--- src/sv/hwsfir_pkg.sv ---
// ----------------------------------------------------------------------------
// hwsfir_pkg - shared definitions for the windowed-sinc low-pass fir
// Default sizes, the word-kind codes and the control struct of the tap cells.
// ----------------------------------------------------------------------------
package hwsfir_pkg;

	localparam int FILTER_ORDER = 40;
	localparam int SAMPLE_BITS  = 16;
	localparam int COEF_BITS    = 18;
	localparam int IDX_BITS     = 5;

	// kind of an input word, carried on tuser
	localparam logic ACT_LOAD   = 1'b0;
	localparam logic ACT_SAMPLE = 1'b1;

	typedef struct packed {
		logic shift;
		logic clear;
	} cell_ctl_t;

endpackage

--- src/sv/hwsfir_out_fifo.sv ---
// ----------------------------------------------------------------------------
// hwsfir_out_fifo - result buffer in front of the master port
// Small register fifo; the writer keeps a credit count, so it never overflows.
// ----------------------------------------------------------------------------
module hwsfir_out_fifo #(
	parameter int W     = hwsfir_pkg::SAMPLE_BITS + 1,
	parameter int DEPTH = 8
) (
	input  logic         clk,
	input  logic         arst_n,
	input  logic         wr_en,
	input  logic [W-1:0] wr_data,
	output logic         rd_valid,
	input  logic         rd_ready,
	output logic [W-1:0] rd_data
);

	localparam int AW = $clog2(DEPTH);

	logic [W-1:0] mem [DEPTH];
	logic [AW:0]  wr_ptr_q;
	logic [AW:0]  rd_ptr_q;

	always_ff @(posedge clk or negedge arst_n) begin
		if (!arst_n) begin
			wr_ptr_q <= '0;
			rd_ptr_q <= '0;
		end else begin
			if (wr_en) begin
				wr_ptr_q <= wr_ptr_q + 1'b1;
			end
			if (rd_valid && rd_ready) begin
				rd_ptr_q <= rd_ptr_q + 1'b1;
			end
		end
	end

	always_ff @(posedge clk) begin
		if (wr_en) begin
			mem[wr_ptr_q[AW-1:0]] <= wr_data;
		end
	end

	assign rd_valid = (wr_ptr_q != rd_ptr_q);
	assign rd_data  = mem[rd_ptr_q[AW-1:0]];

endmodule

--- config.mk ---
export PLATFORM = sky130hd
export DESIGN_NAME = hwsfir_out_fifo
export DESIGN_NICKNAME = d
export VERILOG_FILES = /design/src/sv/hwsfir_pkg.sv /design/src/sv/hwsfir_out_fifo.sv
export SDC_FILE = /design/constraint.sdc
export NUM_CORES = 1
export LEC_CHECK = 0
export ABC_AREA = 1
export BUFFER_PORTS_ARGS = -buffer_cell sky130_fd_sc_hd__buf_4
export CORE_ASPECT_RATIO = 0.7
export CORE_MARGIN = 1.5
export CORE_UTILIZATION = 55
export CTS_CLUSTER_DIAMETER = 50
export CTS_CLUSTER_SIZE = 25
export DETAILED_ROUTE_END_ITERATION = 6
export GPL_TIMING_DRIVEN = 0
export PLACE_DENSITY = 0.84
export SLEW_MARGIN = 25
export SYNTH_ARGS = -nofsm -noshare
export SYNTH_HDL_FRONTEND = slang
export SYNTH_SLANG_ARGS = --single-unit
--- constraint.sdc ---
create_clock -name clk -period 4.1 [get_ports clk]
set_input_delay 0.41 -clock clk [delete_from_list [all_inputs] [get_ports clk]]
set_output_delay 0.41 -clock clk [all_outputs]
set_load 0.01 [all_outputs]
# Word level (Yosys, flattened, before mapping)
# Memory sizes are Yosys's and may differ from the RTL's.
# Index checks and enable logic that the tools add are counted.
# classes
reduce_logical	1
addsub	2
mux	2
n_eq_ne	1
# op_table
op	count
$add A4 B1 Y4 const B	2
$ne A4 B4 Y1	1
$mux W1	2
$logic_and A1 B1 Y1	1
# totals
mem_bits_rw	136
wordCells	9
reg_bits	8
n_memories	1
output_inout_bits	18
input_bits	21
# mem_list
name	words	width	rd	rd_ports_with_merged_regs	wr	line_no	text
mem	8	17	1	0	1	hwsfir_out_fifo.sv:20	logic [W-1:0] mem [DEPTH];

# Longest topological paths before layout
# depth
word_depth	2
ltp_mapped	9

# Worst setup path before layout
# No wires, ideal clock.
# synth_path
path_type	reg-to-reg
from	register wr_ptr_q[0]
to	memory mem[0][0] (netlist bit), enable pin
path_stages_with_launch	4
period_less_slack_ps	1717
setup_slack_ps	2383
setup_time_ps	390
t_arrival_ps	1326
required_time_ps	3710
n_path_buf	0
path_cell_list	dfrtp_1 inv_1 nand2_1 nor2_1
# synth_lines
element	line_no	text
from (decl)	hwsfir_out_fifo.sv:21	logic [AW:0] wr_ptr_q;
from (signal assigned)	hwsfir_out_fifo.sv:30	wr_ptr_q <= wr_ptr_q + 1'b1;
to (decl)	hwsfir_out_fifo.sv:20	
# No word-level cell before the write port.

# Final worst setup path
# layout_path
from	register rd_ptr_q[0]
to	output port rd_data[5]
# layout_between
elab_chain_len	1
# layout_rtl
element	line_no	text
from (decl)	hwsfir_out_fifo.sv:22	logic [AW:0] rd_ptr_q;
from (signal assigned)	hwsfir_out_fifo.sv:33	rd_ptr_q <= rd_ptr_q + 1'b1;
$mem_v2 Z8 W17	n/a	
to (decl)	hwsfir_out_fifo.sv:15	output logic [W-1:0] rd_data
# Every way passes these cells.

==> impl_metrics.json <==
{
  "grt_pass1_wl_um": 21300,
  "avgSynthCellArea_um2": 12.0,
  "cpLargestDelayFamily": "buffers and inverters",
  "ys_seq_area_frac": 0.736,
  "p_sw_mw": 1.95,
  "io_buffers": 38,
  "clock_latency_ns": 0.42,
  "ctsLongestPathBuffers": 2,
  "final_common_cell": "edfxtp_1",
  "fin_nets": 576,
  "dp.cells": 665,
  "fin_cells": 698,
  "p_clk_frac": 0.305,
  "htreeDepth": 4,
  "end_kind": "output pin",
  "report.final.slew_viol_count": 0,
  "p_leak_nw": 2.64,
  "utilization": 0.684,
  "design_area_um2": 7060,
  "ys_types": 19,
  "nFillCells": 714,
  "period_share": 0.579,
  "outcome": "complete, but fails checks",
  "post-dp-hpwl_um": 8680,
  "place_area_um2": 6390,
  "power.density_nw_per_um2": 796,
  "root_buffer": "clkbuf_16",
  "fin_skew_ns": 0.00834,
  "cts_tree": "yes",
  "clkSlewWorstSetupHoldPaths_ns": 0.06,
  "cp.arrival_ns": 1.96,
  "grt_start_max_net_pins": 17,
  "drcViolationCount": 3,
  "syn_to_final_growth_pct": 21.2,
  "holdWs_ns": 0.200,
  "netlist_top_cells_area": "edfxtp_1 70%, nor2_1 7.2%, o21ai_0 7.1%, nand2_1 5.1%, dfrtp_1 3.4%",
  "grt_pass1_vias": 4011,
  "crit_type": "reg2out",
  "crit_required_ns": 3.69,
  "io_pins": 39,
  "synth-seq-cells": 144,
  "synth_top_area_frac": 0.701,
  "max_stage_delay_ns": 0.37,
  "power_frac_comb": 0.350,
  "cts_buffers": 17,
  "synth_nets": 510,
  "post_drt_wl_per_cell_um": 19.9,
  "gp_congestion": 0.803,
  "yosysWarningCount": 0,
  "critPathBufInv": 4,
  "switching_share": 0.347,
  "cp_max_fo": 10,
  "cp_slowest_cell": "dfrtp_1",
  "ant_nets": 0,
  "ir_drop_mv": 0.359,
  "p_total_mw": 5.62,
  "die-area_um2": 11200,
  "drt-initial-drc-count": 477,
  "antenna_cells": 0,
  "tightest_slew_ns": 0.681,
  "cp-start-kind": "flip-flop",
  "synth_top_cell_by_area": "edfxtp_1",
  "grt_usage": 0.264,
  "finalSetupTns_ns": 0,
  "finalHoldViolCount": 0,
  "netlist_instances": 487,
  "multi_input_area_um2": 1360,
  "most-common-layout-cells": "136 x edfxtp_1, 103 x nor2_1, 83 x o21ai_0, 79 x nand2_1, 43 x buf_4",
  "rsz0062_at_grt": "false",
  "p_int_mw": 3.67,
  "setup_viol": 0,
  "finalWorstSetupSlack_ns": 1.73,
  "coreArea_um2": 10300,
  "wl_um": 13900,
  "numClockSinks": 144,
  "viasPerCell": 5.79,
  "row_count": 31,
  "firstDrtPassIters": 7,
  "syn-cell-area_um2": 5820,
  "fin_crit_ns": 2.37,
  "die_x_um": 126,
  "antenna_found_initial": 0,
  "seqCellArea_um2": 4280,
  "path_cells": "buf_6, inv_4, clkbuf_2, o21ai_0, o21ai_0, nand2_1, nand2_1, buf_4",
  "dr_total_vias": 4042,
  "place_ws_ns": 2.24,
  "holdCritPathClass": "in2reg",
  "die_h_um": 89.1,
  "final_layout_size_suffix_gt1_frac": 0.201,
  "start_util": 0.564,
  "violations": "DRC",
  "slew_headroom": 0.545,
  "seq_power_share": 0.346,
  "overflow": 0,
  "maxCapViolCount": 0,
  "clock.fmax_ghz": 0.421
}
logic make-up (layout without fill, tap and decap cells):
family,count (synthesis),after routing,synth area share
compound gates,103,103,0.0885
xor+xnor,5,5,0.00752
fa+ha+maj,2,2,0.00430
buf+inv,35,114,0.0337
flops,144,144,0.736
simple gates,198,198,0.130
power by group through the flow:
stage,registers [mW],clock network (mW),logic [mW]
5_1_grt,1.96,1.77,2.15
3_5_place_dp,1.96,0,1.91
2_1_floorplan,1.95,0,1.15
6_report,1.94,1.71,1.96
3_3_place_gp,1.96,0,1.77
4_1_cts,1.94,1.71,1.94
worst paths after layout:
check / startpoint / end / slack (ns) / cells past startpoint
worst max-delay path: rd_ptr_q[0] / rd_data[5] / 1.73 / 8
worst min-delay path: wr_en / wr_ptr_q[0] / 0.20 / 2
worst max register to register: wr_ptr_q[2] / mem[2][8] / 2.29 / 4
worst min register to register: rd_ptr_q[3] / rd_ptr_q[3] / 0.50 / 2
max in group asynchronous: arst_n / wr_ptr_q[1] / 3.63 / 2
min in group asynchronous: arst_n / rd_ptr_q[1] / 0.34 / 2
timing repair:
item | 4_1_cts | 5_1_grt
buffers inserted | 0 | 0
gates resized for setup | 0 | 0
hold endpoints to repair | 8 | 0
hold buffers | 1 | 0
setup endpoints to repair | 0 | 0
registers in the layout, summed over array words and instances (netlist names):
register and count:
mem 136, rd_ptr_q 4, wr_ptr_q 4
cell usage after synthesis:
cell and n:
edfxtp_1 136, nor2_1 111, o21ai_0 83, nand2_1 79, o21ai_1 20, buf_2 13, dfrtp_1 8, inv_1 7
buf_4 5, nand3_1 5, xor2_1 5, clkbuf_2 4, buf_6 3, ha_1 2, nand2_2 2, buf_1 1
inv_2 1, inv_4 1, nor2_2 1
routing by layer:
layer	vias up	global-route usage	wire length (um)
met2	263	0.459	6760
met5	-	0	0
met3	25	0.0676	1310
met1	1927	0.329	5620
met4	0	0.101	237
li1	1827	-	-
cell type report:
class	count	area share
Sequential cell	144	0.607
Multi-Input combinational cell	308	0.193
Clock buffer	22	0.0672
Timing Repair Buffer	47	0.0557
Clock inverter	10	0.0257
Tap cell	132	0.0234
Buffer	26	0.0227
Inverter	9	0.00514
Note: power is estimated with default switching activity, not from simulation.
