[src/sv/hwsfir_pkg.sv]
// ----------------------------------------------------------------------------
// hwsfir_pkg - shared definitions for the windowed-sinc low-pass fir
// Default sizes, the word-kind codes and the control struct of the tap cells.
// ----------------------------------------------------------------------------
package hwsfir_pkg;

	localparam int FILTER_ORDER = 40;
	localparam int SAMPLE_BITS  = 16;
	localparam int COEF_BITS    = 18;
	localparam int IDX_BITS     = 5;

	// kind of an input word, carried on tuser
	localparam logic ACT_LOAD   = 1'b0;
	localparam logic ACT_SAMPLE = 1'b1;

	typedef struct packed {
		logic shift;
		logic clear;
	} cell_ctl_t;

endpackage

[src/sv/hwsfir_adder_tree.sv]
// ----------------------------------------------------------------------------
// hwsfir_adder_tree - registered binary adder tree
// Sums the tap products, one register level per tree level, with valid and
// last flags travelling alongside.
// ----------------------------------------------------------------------------
module hwsfir_adder_tree #(
	parameter int LEAVES = hwsfir_pkg::FILTER_ORDER / 2,
	parameter int IN_W   = hwsfir_pkg::SAMPLE_BITS + hwsfir_pkg::COEF_BITS + 1,
	parameter int OUT_W  = IN_W + $clog2(LEAVES)
) (
	input  logic                    clk,
	input  logic                    arst_n,
	input  logic                    in_valid,
	input  logic                    in_last,
	input  logic signed [IN_W-1:0]  leaf [LEAVES],
	output logic                    out_valid,
	output logic                    out_last,
	output logic signed [OUT_W-1:0] sum
);

	localparam int LVLS = $clog2(LEAVES);
	localparam int BASE = 2 ** LVLS;

	logic signed [OUT_W-1:0] leaf_ext [BASE];
	logic signed [OUT_W-1:0] node [1:BASE-1];
	logic [LVLS-1:0]         v_q;
	logic [LVLS-1:0]         l_q;

	for (genvar i = 0; i < BASE; i++) begin : g_leaf
		if (i < LEAVES) begin : g_used
			assign leaf_ext[i] = OUT_W'(leaf[i]);
		end else begin : g_pad
			assign leaf_ext[i] = '0;
		end
	end

	// heap order: node n adds children 2n and 2n+1
	for (genvar n = 1; n < BASE; n++) begin : g_node
		if (2 * n >= BASE) begin : g_bottom
			always_ff @(posedge clk) begin
				node[n] <= leaf_ext[2*n-BASE] + leaf_ext[2*n+1-BASE];
			end
		end else begin : g_inner
			always_ff @(posedge clk) begin
				node[n] <= node[2*n] + node[2*n+1];
			end
		end
	end

	always_ff @(posedge clk or negedge arst_n) begin
		if (!arst_n) begin
			v_q <= '0;
		end else begin
			v_q[0] <= in_valid;
			for (int d = 1; d < LVLS; d++) begin
				v_q[d] <= v_q[d-1];
			end
		end
	end

	always_ff @(posedge clk) begin
		l_q[0] <= in_last;
		for (int d = 1; d < LVLS; d++) begin
			l_q[d] <= l_q[d-1];
		end
	end

	assign out_valid = v_q[LVLS-1];
	assign out_last  = l_q[LVLS-1];
	assign sum       = node[1];

endmodule

[config.mk]
export PLATFORM = sky130hd
export DESIGN_NAME = hwsfir_adder_tree
export DESIGN_NICKNAME = d
export VERILOG_FILES = /design/src/sv/hwsfir_pkg.sv /design/src/sv/hwsfir_adder_tree.sv
export SDC_FILE = /design/constraint.sdc
export NUM_CORES = 2
export LEC_CHECK = 0
export BUFFER_PORTS_ARGS = -buffer_cell sky130_fd_sc_hd__buf_4
export CORE_MARGIN = 4
export CORE_UTILIZATION = 30
export CTS_BUF_LIST = sky130_fd_sc_hd__clkbuf_8
export DETAILED_ROUTE_END_ITERATION = 12
export HOLD_SLACK_MARGIN = 0.12
export PLACE_DENSITY = 0.49
export SETUP_SLACK_MARGIN = 0.5
export SLEW_MARGIN = 30
export SYNTH_ARGS = -nofsm -noshare
export SYNTH_HDL_FRONTEND = slang
export SYNTH_SLANG_ARGS = --single-unit
[constraint.sdc]
create_clock -name clk -period 4.15 [get_ports clk]
set_input_delay 0.83 -clock clk [delete_from_list [all_inputs] [get_ports clk]]
set_output_delay 0.83 -clock clk [all_outputs]
set_load 0.02 [all_outputs]
-- After elaboration in Yosys (flattened, before gate mapping)
Memories as Yosys holds them, arrays and structs flattened.
Index checks and enable logic that the tools add are counted.
- output and inout bits: 42
- register bits: 10
- bits in writable memories: 1240
- bits of input ports: 704
- memories: 1
- $add $sub $neg: 25
- memories (name ; words ; width ; rd ports ; clocked after memory_dff ; wr ports ; RTL line ; text):
    node ; 31 ; 40 ; 31 ; 0 ; 31 ; hwsfir_adder_tree.sv:25 ; logic signed [OUT_W-1:0] node [1:BASE-1];
- operators with widths (cell ; number):
    40-bit adder ; 15
    35-bit by 35-bit adder with 36-bit output ; 10

-- Depth between registers and ports, before layout
An unclocked memory read counts as a cell.
- depth in word-level cells: 2
- mapped depth: 12
- gate-level depth less buffers: 12

-- Worst setup path before layout
Ideal clock, no wire load.
- kind: input port to flip-flop
- start point: input leaf[280] in the netlist's numbering
- end point: register node[1][228] (netlist name)
- path buffers: 0
- library setup time: 72 ps
- cell stages on the path: 12
- data arrival time: 3404 ps
- data required time: 4078 ps
- path slack: 674 ps
- cell sequence: ha_1 > fa_1 > a21o_1 > a21oi_2 > nor4_1 > or2_1 > o211a_1 > o31a_1 > or2_4 > a311o_1 > a21oi_2 > xnor2_1
- RTL lines (what ; RTL line ; text):
    start, declared ; hwsfir_adder_tree.sv:15 ; input logic signed [IN_W-1:0] leaf [LEAVES],

==> run metrics <==
initial antenna violation count 13; Clock Tree Buf Depth 3; synth cell count leaders 805 x dfxtp_1, 686 x ha_1, 641 x a21oi_1, 416 x a21o_1, 411 x xnor2_1; post-synth top area cell dfxtp_1; most common cell in the netlist dfxtp_1; TNS Setup 0 ns; fin cells 8,792; Fin Clk Skew 0.0373 ns; reg-to-reg slack, setup 0.72 ns; DRT antenna net count 0; Yosys reg bits 810; H-tree Lvls 4; leakage 29.1 nW; fmax 284 MHz; Critical Path RT 4.94 ns; CTS tree yes; Die Span Y 418 um; via count 43,800; Total GRT Usage 18.0%; post-synthesis sequential area ratio approximately 32%; die area roughly 0.17 mm^2; Setup Viol. Count Final 0; RSZ-0062 raised after global routing false; Root Buffer clkbuf_8; DPL Wire Length between 100,000 and 150,000 um; Critical Path Source Type input pin; IO buf count about 750; largest net degree at the start of global routing 17; Slew Limit Headroom roughly half; synth unique cells 88; Skew-Pair Late Insertion Delay 0.86 ns; min Tclk post-route 3.52 ns; Routed WL per cell 18.5 um; Worst Hold Class input pin to flip-flop; ys flop type dfxtp_1; clock transition at the registers of the reported paths approximately 0.07 ns; gp weighted congestion 0.887; GR Util met3 between 3 and 4%; synthesized cell area 0.0505 mm^2; I/O pin count 746; GRT Residual Overflow 0; CP endpoint kind flip-flop; Synth async-reset ratio less than 1%; Avg Inst Size Synth 8.93 um^2; drt first pass iters 7; grt peak-use layer met2; final wirelength 163,000 um; Core ar. between 0.15 and 0.2 mm^2; CTS Sinks 810; count of flip-flops with a built-in enable after synthesis 0; Final Hold Viols 0; Die Width between 400 and 500 um; Area contributors post-synth dfxtp_1 32%, ha_1 17%, xnor2_1 7.1%; Worst EP arrival 4.31 ns; met2 usage 31.6%; placed cell count 8,486; Final Net Count a little under 8,000; vias per cell ~5; 1st-iter DRT viols 2,400; period utilization 84.9%; Syn Nets 7,062; Mapped Cells between 5,000 and 6,000; Initial Util 30.2%; ratio of cells with drive above 1 in the final layout roughly 17%; # Max-Cap Violations 0; met1 global-route usage 22.6%; slew at the pin closest to its max-slew limit 0.752 ns; Num CTS Buffers 151; Max Slew Vio Count 0; row count 150; kind of critical path input pin to flip-flop; PD cells 754 mW/mm^2; area share of the largest cell type after synthesis between 30% and 40%; warning count from the yosys run 0; outcome completed; number of global-route vias before repair 44,200; peak supply drop 0.329 mV; final routed DRC violation total 0; wire length of the first global-routing pass around 250,000 um; Worst Path Max Fanout 3; Syn-to-layout area delta 23.3%
## worst paths after layout
check | startpoint | depth (start not counted) | end
hold / removal | leaf[315] | 2 | node[1][200]
max in group asynchronous | arst_n | 2 | v_q[1]
setup reg to reg | node[0][160] | 13 | node[0][118]
min in group asynchronous | arst_n | 2 | v_q[2]
hold reg to reg | node[0][502] | 0 | node[0][262]
setup / recovery | leaf[105] | 15 | node[1][354]
## sequential cells by signal, summed over array words and instances, names as in the netlist
name	flops
l_q	5
node	800
v_q	5
## layout make-up
class,count,area (um^2)
clock buffer,183,2520
fill,17100,105000
tap,2204,2760
antenna,12,30.0
sequential,810,16200
clock inverter,93,1030
inverter,152,571
timing repair buffer,799,6040
multi-input combinational,4539,33100
## layer usage
layer / up-vias / part of all wire, %
met2: 1012 / 49
met3: 206 / 4.4
met4: 0 / 2.3
met1: 20300 / 45
met5: - / 0
li1: 22300 / -
## repair_timing
action	CTS	global route
pin swaps	0	4
setup endpoints to repair	2	38
hold endpoints to repair	14	0
hold buffers	16	0
gates resized for setup	2	27
setup buffers	0	2
cloned	0	0
## power breakdown
part	total (mW)	switching [mW]	internal, mW	leakage, nW
Combinational	25.3	14.6	10.7	20.3
Clock	8.96	3.65	5.31	1.93
Sequential	12.7	1.55	11.2	6.85
Total	47.0	19.8	27.2	29.1
## cells in the final DEF, fill, tap and decap left out, drive strengths merged, types with 24 or more instances in the layout
cell,instances
nand2b,70
a21oi,648
xor2,201
a21o,417
o21bai,103
a31oi,65
dfxtp,805
nor3,75
o21a,85
a211oi,46
or3,27
and3,39
nor2,329
o21ai,345
nand2,318
inv,196
nand4,89
o31ai,28
a221oi,24
clkbuf,183
nor2b,80
buf,783
xnor2,411
ha,686
nand3,123
## cell families after synthesis
kind of cell	Yosys count	share of synthesized area, %
AOI/OAI and AO/OA	1958	24.8
xor gates and xnor gates	612	10.6
adders and majority gates	705	17.7
buffers and inverters	304	2.57
DFF	810	32.2
and+or+nand+nor	1264	12.2
## critical path: stages
cell	delay [ns]
dlygate4sd3_1	0.54
buf_4	0.13
ha_1	0.20
fa_1	0.41
a21o_1	0.18
a21oi_1	0.27
o21ai_1	0.19
a211oi_1	0.26
buf_4	0.18
nor2_1	0.08
a31oi_2	0.29
o31ai_1	0.16
a31o_2	0.27
a21oi_1	0.17
xnor2_1	0.13
## per-stage QoR
stage / total power [mW] / cell area, um^2 / utilization [%] / hold slack [ns] / setup slack [ns]
after detailed placement: 38.2 / 58400 / 34.9 / 0.312 / 0.147
after global routing: 51.0 / 62300 / 37.2 / 0.179 / 0.510
after CTS: 47.6 / 62100 / 37.1 / 0.129 / 0.515
after global placement: 38.3 / 58400 / 34.9 / 0.313 / 0.145
final: 47.0 / 62300 / 37.2 / 0.253 / 0.626
after floorplan: 30.6 / 50500 / - / 0.310 / 0.674
(Power assumes the default switching activity.)
