===== config.mk =====
export PLATFORM = sky130hd
export DESIGN_NAME = hwsfir_cell
export DESIGN_NICKNAME = d
export VERILOG_FILES = /design/src/sv/hwsfir_pkg.sv /design/src/sv/hwsfir_cell.sv
export SDC_FILE = /design/constraint.sdc
export NUM_CORES = 1
export LEC_CHECK = 0
export BUFFER_PORTS_ARGS = -buffer_cell sky130_fd_sc_hd__buf_2
export CORE_ASPECT_RATIO = 1.4
export CORE_MARGIN = 1
export CORE_UTILIZATION = 64
export CTS_BUF_LIST = sky130_fd_sc_hd__clkbuf_8
export DETAILED_ROUTE_END_ITERATION = 16
export PLACE_DENSITY = 0.92
export SLEW_MARGIN = 0
export SYNTH_ARGS = -nofsm -noshare
export SYNTH_HDL_FRONTEND = slang
export SYNTH_SLANG_ARGS = --single-unit
export TNS_END_PERCENT = 20

===== constraint.sdc =====
create_clock -name clk -period 8.2 [get_ports clk]
set_input_delay 0.41 -clock clk [delete_from_list [all_inputs] [get_ports clk]]
set_output_delay 0.41 -clock clk [all_outputs]
set_load 0.03 [all_outputs]

===== src/sv/hwsfir_pkg.sv =====
// ----------------------------------------------------------------------------
// hwsfir_pkg - shared definitions for the windowed-sinc low-pass fir
// Default sizes, the word-kind codes and the control struct of the tap cells.
// ----------------------------------------------------------------------------
package hwsfir_pkg;

	localparam int FILTER_ORDER = 40;
	localparam int SAMPLE_BITS  = 16;
	localparam int COEF_BITS    = 18;
	localparam int IDX_BITS     = 5;

	// kind of an input word, carried on tuser
	localparam logic ACT_LOAD   = 1'b0;
	localparam logic ACT_SAMPLE = 1'b1;

	typedef struct packed {
		logic shift;
		logic clear;
	} cell_ctl_t;

endpackage


===== src/sv/hwsfir_cell.sv =====
// ----------------------------------------------------------------------------
// hwsfir_cell - one tap of the folded symmetric delay line
// Holds the two samples at one tap distance and that distance's coefficient.
// Samples move one cell per shift, the low side toward the centre cell and
// the high side away from it; the pair product is registered every cycle.
// ----------------------------------------------------------------------------
module hwsfir_cell #(
	parameter int SAMPLE_BITS = hwsfir_pkg::SAMPLE_BITS,
	parameter int COEF_BITS   = hwsfir_pkg::COEF_BITS,
	parameter bit CENTER      = 1'b0
) (
	input  logic                                clk,
	input  logic                                arst_n,
	input  hwsfir_pkg::cell_ctl_t               ctl,
	input  logic signed [SAMPLE_BITS-1:0]       lo_in,
	input  logic signed [SAMPLE_BITS-1:0]       hi_in,
	output logic signed [SAMPLE_BITS-1:0]       lo_out,
	output logic signed [SAMPLE_BITS-1:0]       hi_out,
	input  logic                                coef_we,
	input  logic signed [COEF_BITS-1:0]         coef_in,
	output logic signed [SAMPLE_BITS+COEF_BITS:0] prod_s2
);

	logic signed [SAMPLE_BITS-1:0] lo_q;
	logic signed [SAMPLE_BITS-1:0] hi_q;
	logic signed [COEF_BITS-1:0]   coef_q;
	logic signed [SAMPLE_BITS:0]   pair;

	always_ff @(posedge clk or negedge arst_n) begin
		if (!arst_n) begin
			lo_q   <= '0;
			hi_q   <= '0;
			coef_q <= '0;
		end else begin
			if (ctl.shift) begin
				lo_q <= lo_in;
				hi_q <= hi_in;
			end else if (ctl.clear) begin
				lo_q <= '0;
				hi_q <= '0;
			end
			if (coef_we) begin
				coef_q <= coef_in;
			end
		end
	end

	// the centre cell holds one sample and hands it to the high side
	assign lo_out = ctl.clear ? '0 : lo_q;
	assign hi_out = ctl.clear ? '0 : (CENTER ? lo_q : hi_q);

	assign pair = (SAMPLE_BITS+1)'(lo_q) + (SAMPLE_BITS+1)'(hi_q);

	always_ff @(posedge clk) begin
		prod_s2 <= (SAMPLE_BITS+COEF_BITS+1)'(coef_q * pair);
	end

endmodule


After elaboration in Yosys (flattened, before gate mapping)
Cells that the tools add are included.
{"block": "totals", "ff_bits": 85, "latchBits": 0, "ramBits": 0, "romBits": 0, "in_bits": 55, "memories": 0}
{"block": "op_classes", "add_sub_neg": 1, "mul": 1, "n_div": 0, "magnitude_cmp": 0, "eq_ne": 0, "n_shift": 0, "mux": 4, "bitwise": 0, "reduce_logical": 0}
{"operator": "$mux W16", "n": 4}
{"operator": "$mul A18 B17 Y35", "n": 1}
{"operator": "$add A16 B16 Y17", "n": 1}

Longest topological paths before layout
{"block": "logic_depth", "ltp_word": 2, "mapped_depth": 35, "ltp_nobuf": 33}

Least setup slack after synthesis
OpenSTA, ideal clock, no wires.
{"block": "synth_timing", "path_type": "register -> register", "startpoint": "reg lo_q[0]", "endpoint": "reg prod_s2[33]", "arrival_time_ns": 7.177, "t_required_ns": 8.082, "slack_ns": 0.905, "stages_incl_launch_ff": 33, "path_buffers": 1, "synth_period_minus_slack_ns": 7.295, "cell_sequence": "dfrtp_1 > ha_1 > inv_1 > fa_1 > nor2b_1 > o21a_1 > o21ai_2 > a21oi_2 > nor2_1 > xnor2_1 > clkbuf_1 > nand2_1 > fa_1 > inv_1 > fa_1 > inv_1 > fa_1 > inv_1 > fa_1 > fa_1 > inv_1 > fa_1 > inv_1 > ha_1 > nand3_1 > nor3_1 > nor3_2 > a31oi_1 > o211ai_2 > a21boi_1 > a311o_1 > a21oi_1 > xnor2_1"}
{"block": "synth_via", "elab_chain_cells": 2}
{"item": "from (decl)", "line_no": "hwsfir_cell.sv:24", "text": "logic signed [SAMPLE_BITS-1:0] lo_q;"}
{"item": "from (signal assigned)", "line_no": "hwsfir_cell.sv:36", "text": "lo_q <= lo_in;"}
{"item": "$add A16 B16 Y17", "line_no": "hwsfir_cell.sv:52", "text": "assign pair = (SAMPLE_BITS+1)'(lo_q) + (SAMPLE_BITS+1)'(hi_q);"}
{"item": "$mul A18 B17 Y35", "line_no": "hwsfir_cell.sv:55", "text": "prod_s2 <= (SAMPLE_BITS+COEF_BITS+1)'(coef_q * pair);"}
{"item": "to (signal assigned)", "line_no": "hwsfir_cell.sv:55"}
{"item": "to (decl)", "line_no": "hwsfir_cell.sv:21", "text": "output logic signed [SAMPLE_BITS+COEF_BITS:0] prod_s2"}
No other way between the ends.
A chain may end at the register's enable or synchronous reset.

Worst setup path in the final report
Same ends and word-level chain as after synthesis.

==> results.md <==
* Initial Utilization at 65.9%
* Placed cell areas at 15900 sq um
* Core area at 22800 sq um
* Crit path arrival time at 8.25 ns
* Clock transition at path regs at 0.12 ns
* CP most frequent cell: fa_1
* Final WL at 37800 microns
* Area leader, netlist: fa_1
* Distinct cells, synth at 59
* Largest net degree at the start of global routing at 51
* Vias in the first global route at 12644
* CP Capture Type: register
* Setup violators final at 0
* Register-to-register setup slack at 0.28 ns
* CP required at 8.54 ns
* Layout Skew at 0.0230 ns
* Post-route DRC at 0
* Most common cell after layout, fill and taps aside: inv_1
* Max FO, Critical Path at 8
* Worst hold path type: input port to async pin
* GRT Total Usage at 33.1%
* CTS H-tree depth at 3
* CTS sink cnt at 85
* Drt first-iter violations at 870
* Via count at 11331
* Clk_lat worst skew at 0.42 ns
* Die W at 131 microns
* Synth Flop Type: dfrtp_1
* Actual slew at the worst max-slew pin at 1.07 ns
* DR WL/cell at 19.2 microns
* Post-Syn Area at 15000 sq um
* Syn Area/Cell at 9.67 sq um
* Max incr delay on CP at 0.58 ns
* RR Startpoint: lo_q[0]
* FMAX at 0.126 GHz
* Drt pass-1 iters at 6
* Max Cap Viol at 0
* I/O Buffers at 121
* Synth top area cells: fa_1, inv_1, ha_1
* Die area at 24100 sq um
* CTS max path bufs at 2
* DP Wirelength at 29000 microns
* Number of buffers created by CTS at 9
* Yosys reg bits at 85
* Crit Reg-Reg Endpoint: prod_s2[33]
* Vias per cell at 5.76
* Yosys Warn Count at 0
* Sequential area share after synthesis at 13.0%
* First-pass GRT wire length at 60800 microns
* Area share of the largest cell type after synthesis at 41.6%
* CTS tree: built
* Gpl congestion at 0.942
* Clk root buf: clkbuf_8
* Total global routing overflow at 0
* Worst Reg-to-Reg Cells at 31
* Final Cycle Share at 96.5%
* FFs w/ async S/R, synth at 58.8%
* Post-synth EDFFs at 0
* Synthesized instance count at 1552
* Most frequent cells in the layout: inv_1, fa_1, nand2_1
* CP Launch Type: register
* Layout cells sized above 1 at 15.5%
* Ports at 122
* CP max stage cell: fa_1
* Row count at 65
* Worst rel slew slack at 28.1%
* Final Max Tran Viols at 0
* Die Span Y at 183 microns
* Area growth, synth to finish at 8.30%
* Post-route design area at 16200 sq um
* Post-Syn Nets at 2022
* Post-CTS Hold Buffers at 0
* Status: finished, final reports clean
* CP Class: register to register
* Post-route ant nets at 0
* Final Hold Viols at 0
* Final nets at 2127
* Minimum clock period at 7.92 ns
* Initial antenna violation count at 4
## through the flow
stage / setup TNS, ns / util, % / worst slack, ns / hold slack, ns / instances
floorplan: 0 / - / 0.905 / 0.114 / 1552
global route: -0.000681 / 71.4 / -0.000681 / 0.221 / 1966
global placement: 0 / 69.9 / 0.364 / 0.601 / 1941
detailed placement: 0 / 69.9 / 0.0348 / 0.621 / 1941
CTS: 0 / 70.8 / 0.0845 / 0.202 / 1957
finish: 0 / 71.4 / 0.285 / 0.194 / 1966
## final cells by class
type | instances | area [sq um]
diodes | 3 | 7.51
clock buffers | 9 | 124
clock inverters | 7 | 82.6
fillers | 1514 | 6520
inverters | 365 | 1370
multi-input cells | 1051 | 11500
flip-flops and latches | 85 | 1950
well taps | 301 | 377
repair buffers | 145 | 786
## state kept, by name, indices dropped and copies added (netlist names)
signal	cells
coef_q	18
prod_s2	35
lo_q	16
hi_q	16
## timing repair
action | 4_1_cts | 5_1_grt
setup buffers | 0 | 6
setup endpoints to repair | 1 | 8
gates resized for setup | 1 | 17
pin swaps | 0 | 5
hold endpoints to repair | 0 | 0
## worst max path at each step
stage,slack [ns],endpoint,from,depth (start not counted)
3_3_place_gp,0.36,prod_s2[33],lo_q[0],30
3_5_place_dp,0.03,prod_s2[33],lo_q[0],32
6_report,0.28,prod_s2[33],lo_q[0],31
4_1_cts,0.08,prod_s2[33],lo_q[0],32
2_1_floorplan,0.90,prod_s2[33],lo_q[0],32
5_1_grt,-0.0007,prod_s2[33],lo_q[0],32
## critical path: cells and delay by family, from the launching register on
family | cells | cell delay [ns]
AO/OA/AOI/OAI | 11 | 1.80
XOR/XNOR | 2 | 0.62
AND/OR/NAND/NOR | 3 | 0.37
flip-flops | 1 | 0.36
adder cells (fa/ha/maj) | 9 | 4.04
buffers and inverters | 6 | 0.64
## logic make-up after synthesis
family | Yosys count | share of synthesized area, %
XOR/XNOR | 50 | 3.02
AND/OR/NAND/NOR | 431 | 14.4
flip-flops | 85 | 13.0
adder cells (fa/ha/maj) | 415 | 50.2
buffers and inverters | 416 | 10.6
multiplexers | 49 | 3.68
AO/OA/AOI/OAI | 106 | 5.12
## layer usage
| layer | GRT usage, % | vias up | wire length, microns |
|---|---|---|---|
| met5 | 0 | - | 0 |
| met4 | 26.9 | 0 | 3180 |
| met3 | 4.51 | 243 | 2730 |
| met2 | 60.1 | 625 | 20000 |
| met1 | 34.2 | 5653 | 11900 |
| li1 | - | 4810 | - |
## cells in the mapped netlist (all sizes together), types with 3 or more instances
cell	number
clkbuf	38
a211oi	5
a21oi	33
o21ai	20
or3	3
a21o	13
dfxtp	35
ha	103
xnor2	40
dfrtp	50
and2	103
o31ai	4
a31oi	4
nand4	4
nor3	9
inv	364
mux2	49
fa	312
or2	4
nor2b	55
nand2	179
buf	13
nor2	50
xor2	10
nand3	5
o21a	10
nand2b	12
Power is not shown: default switching activity piles up to over one toggle a cycle in this logic, so the estimate is an artifact.
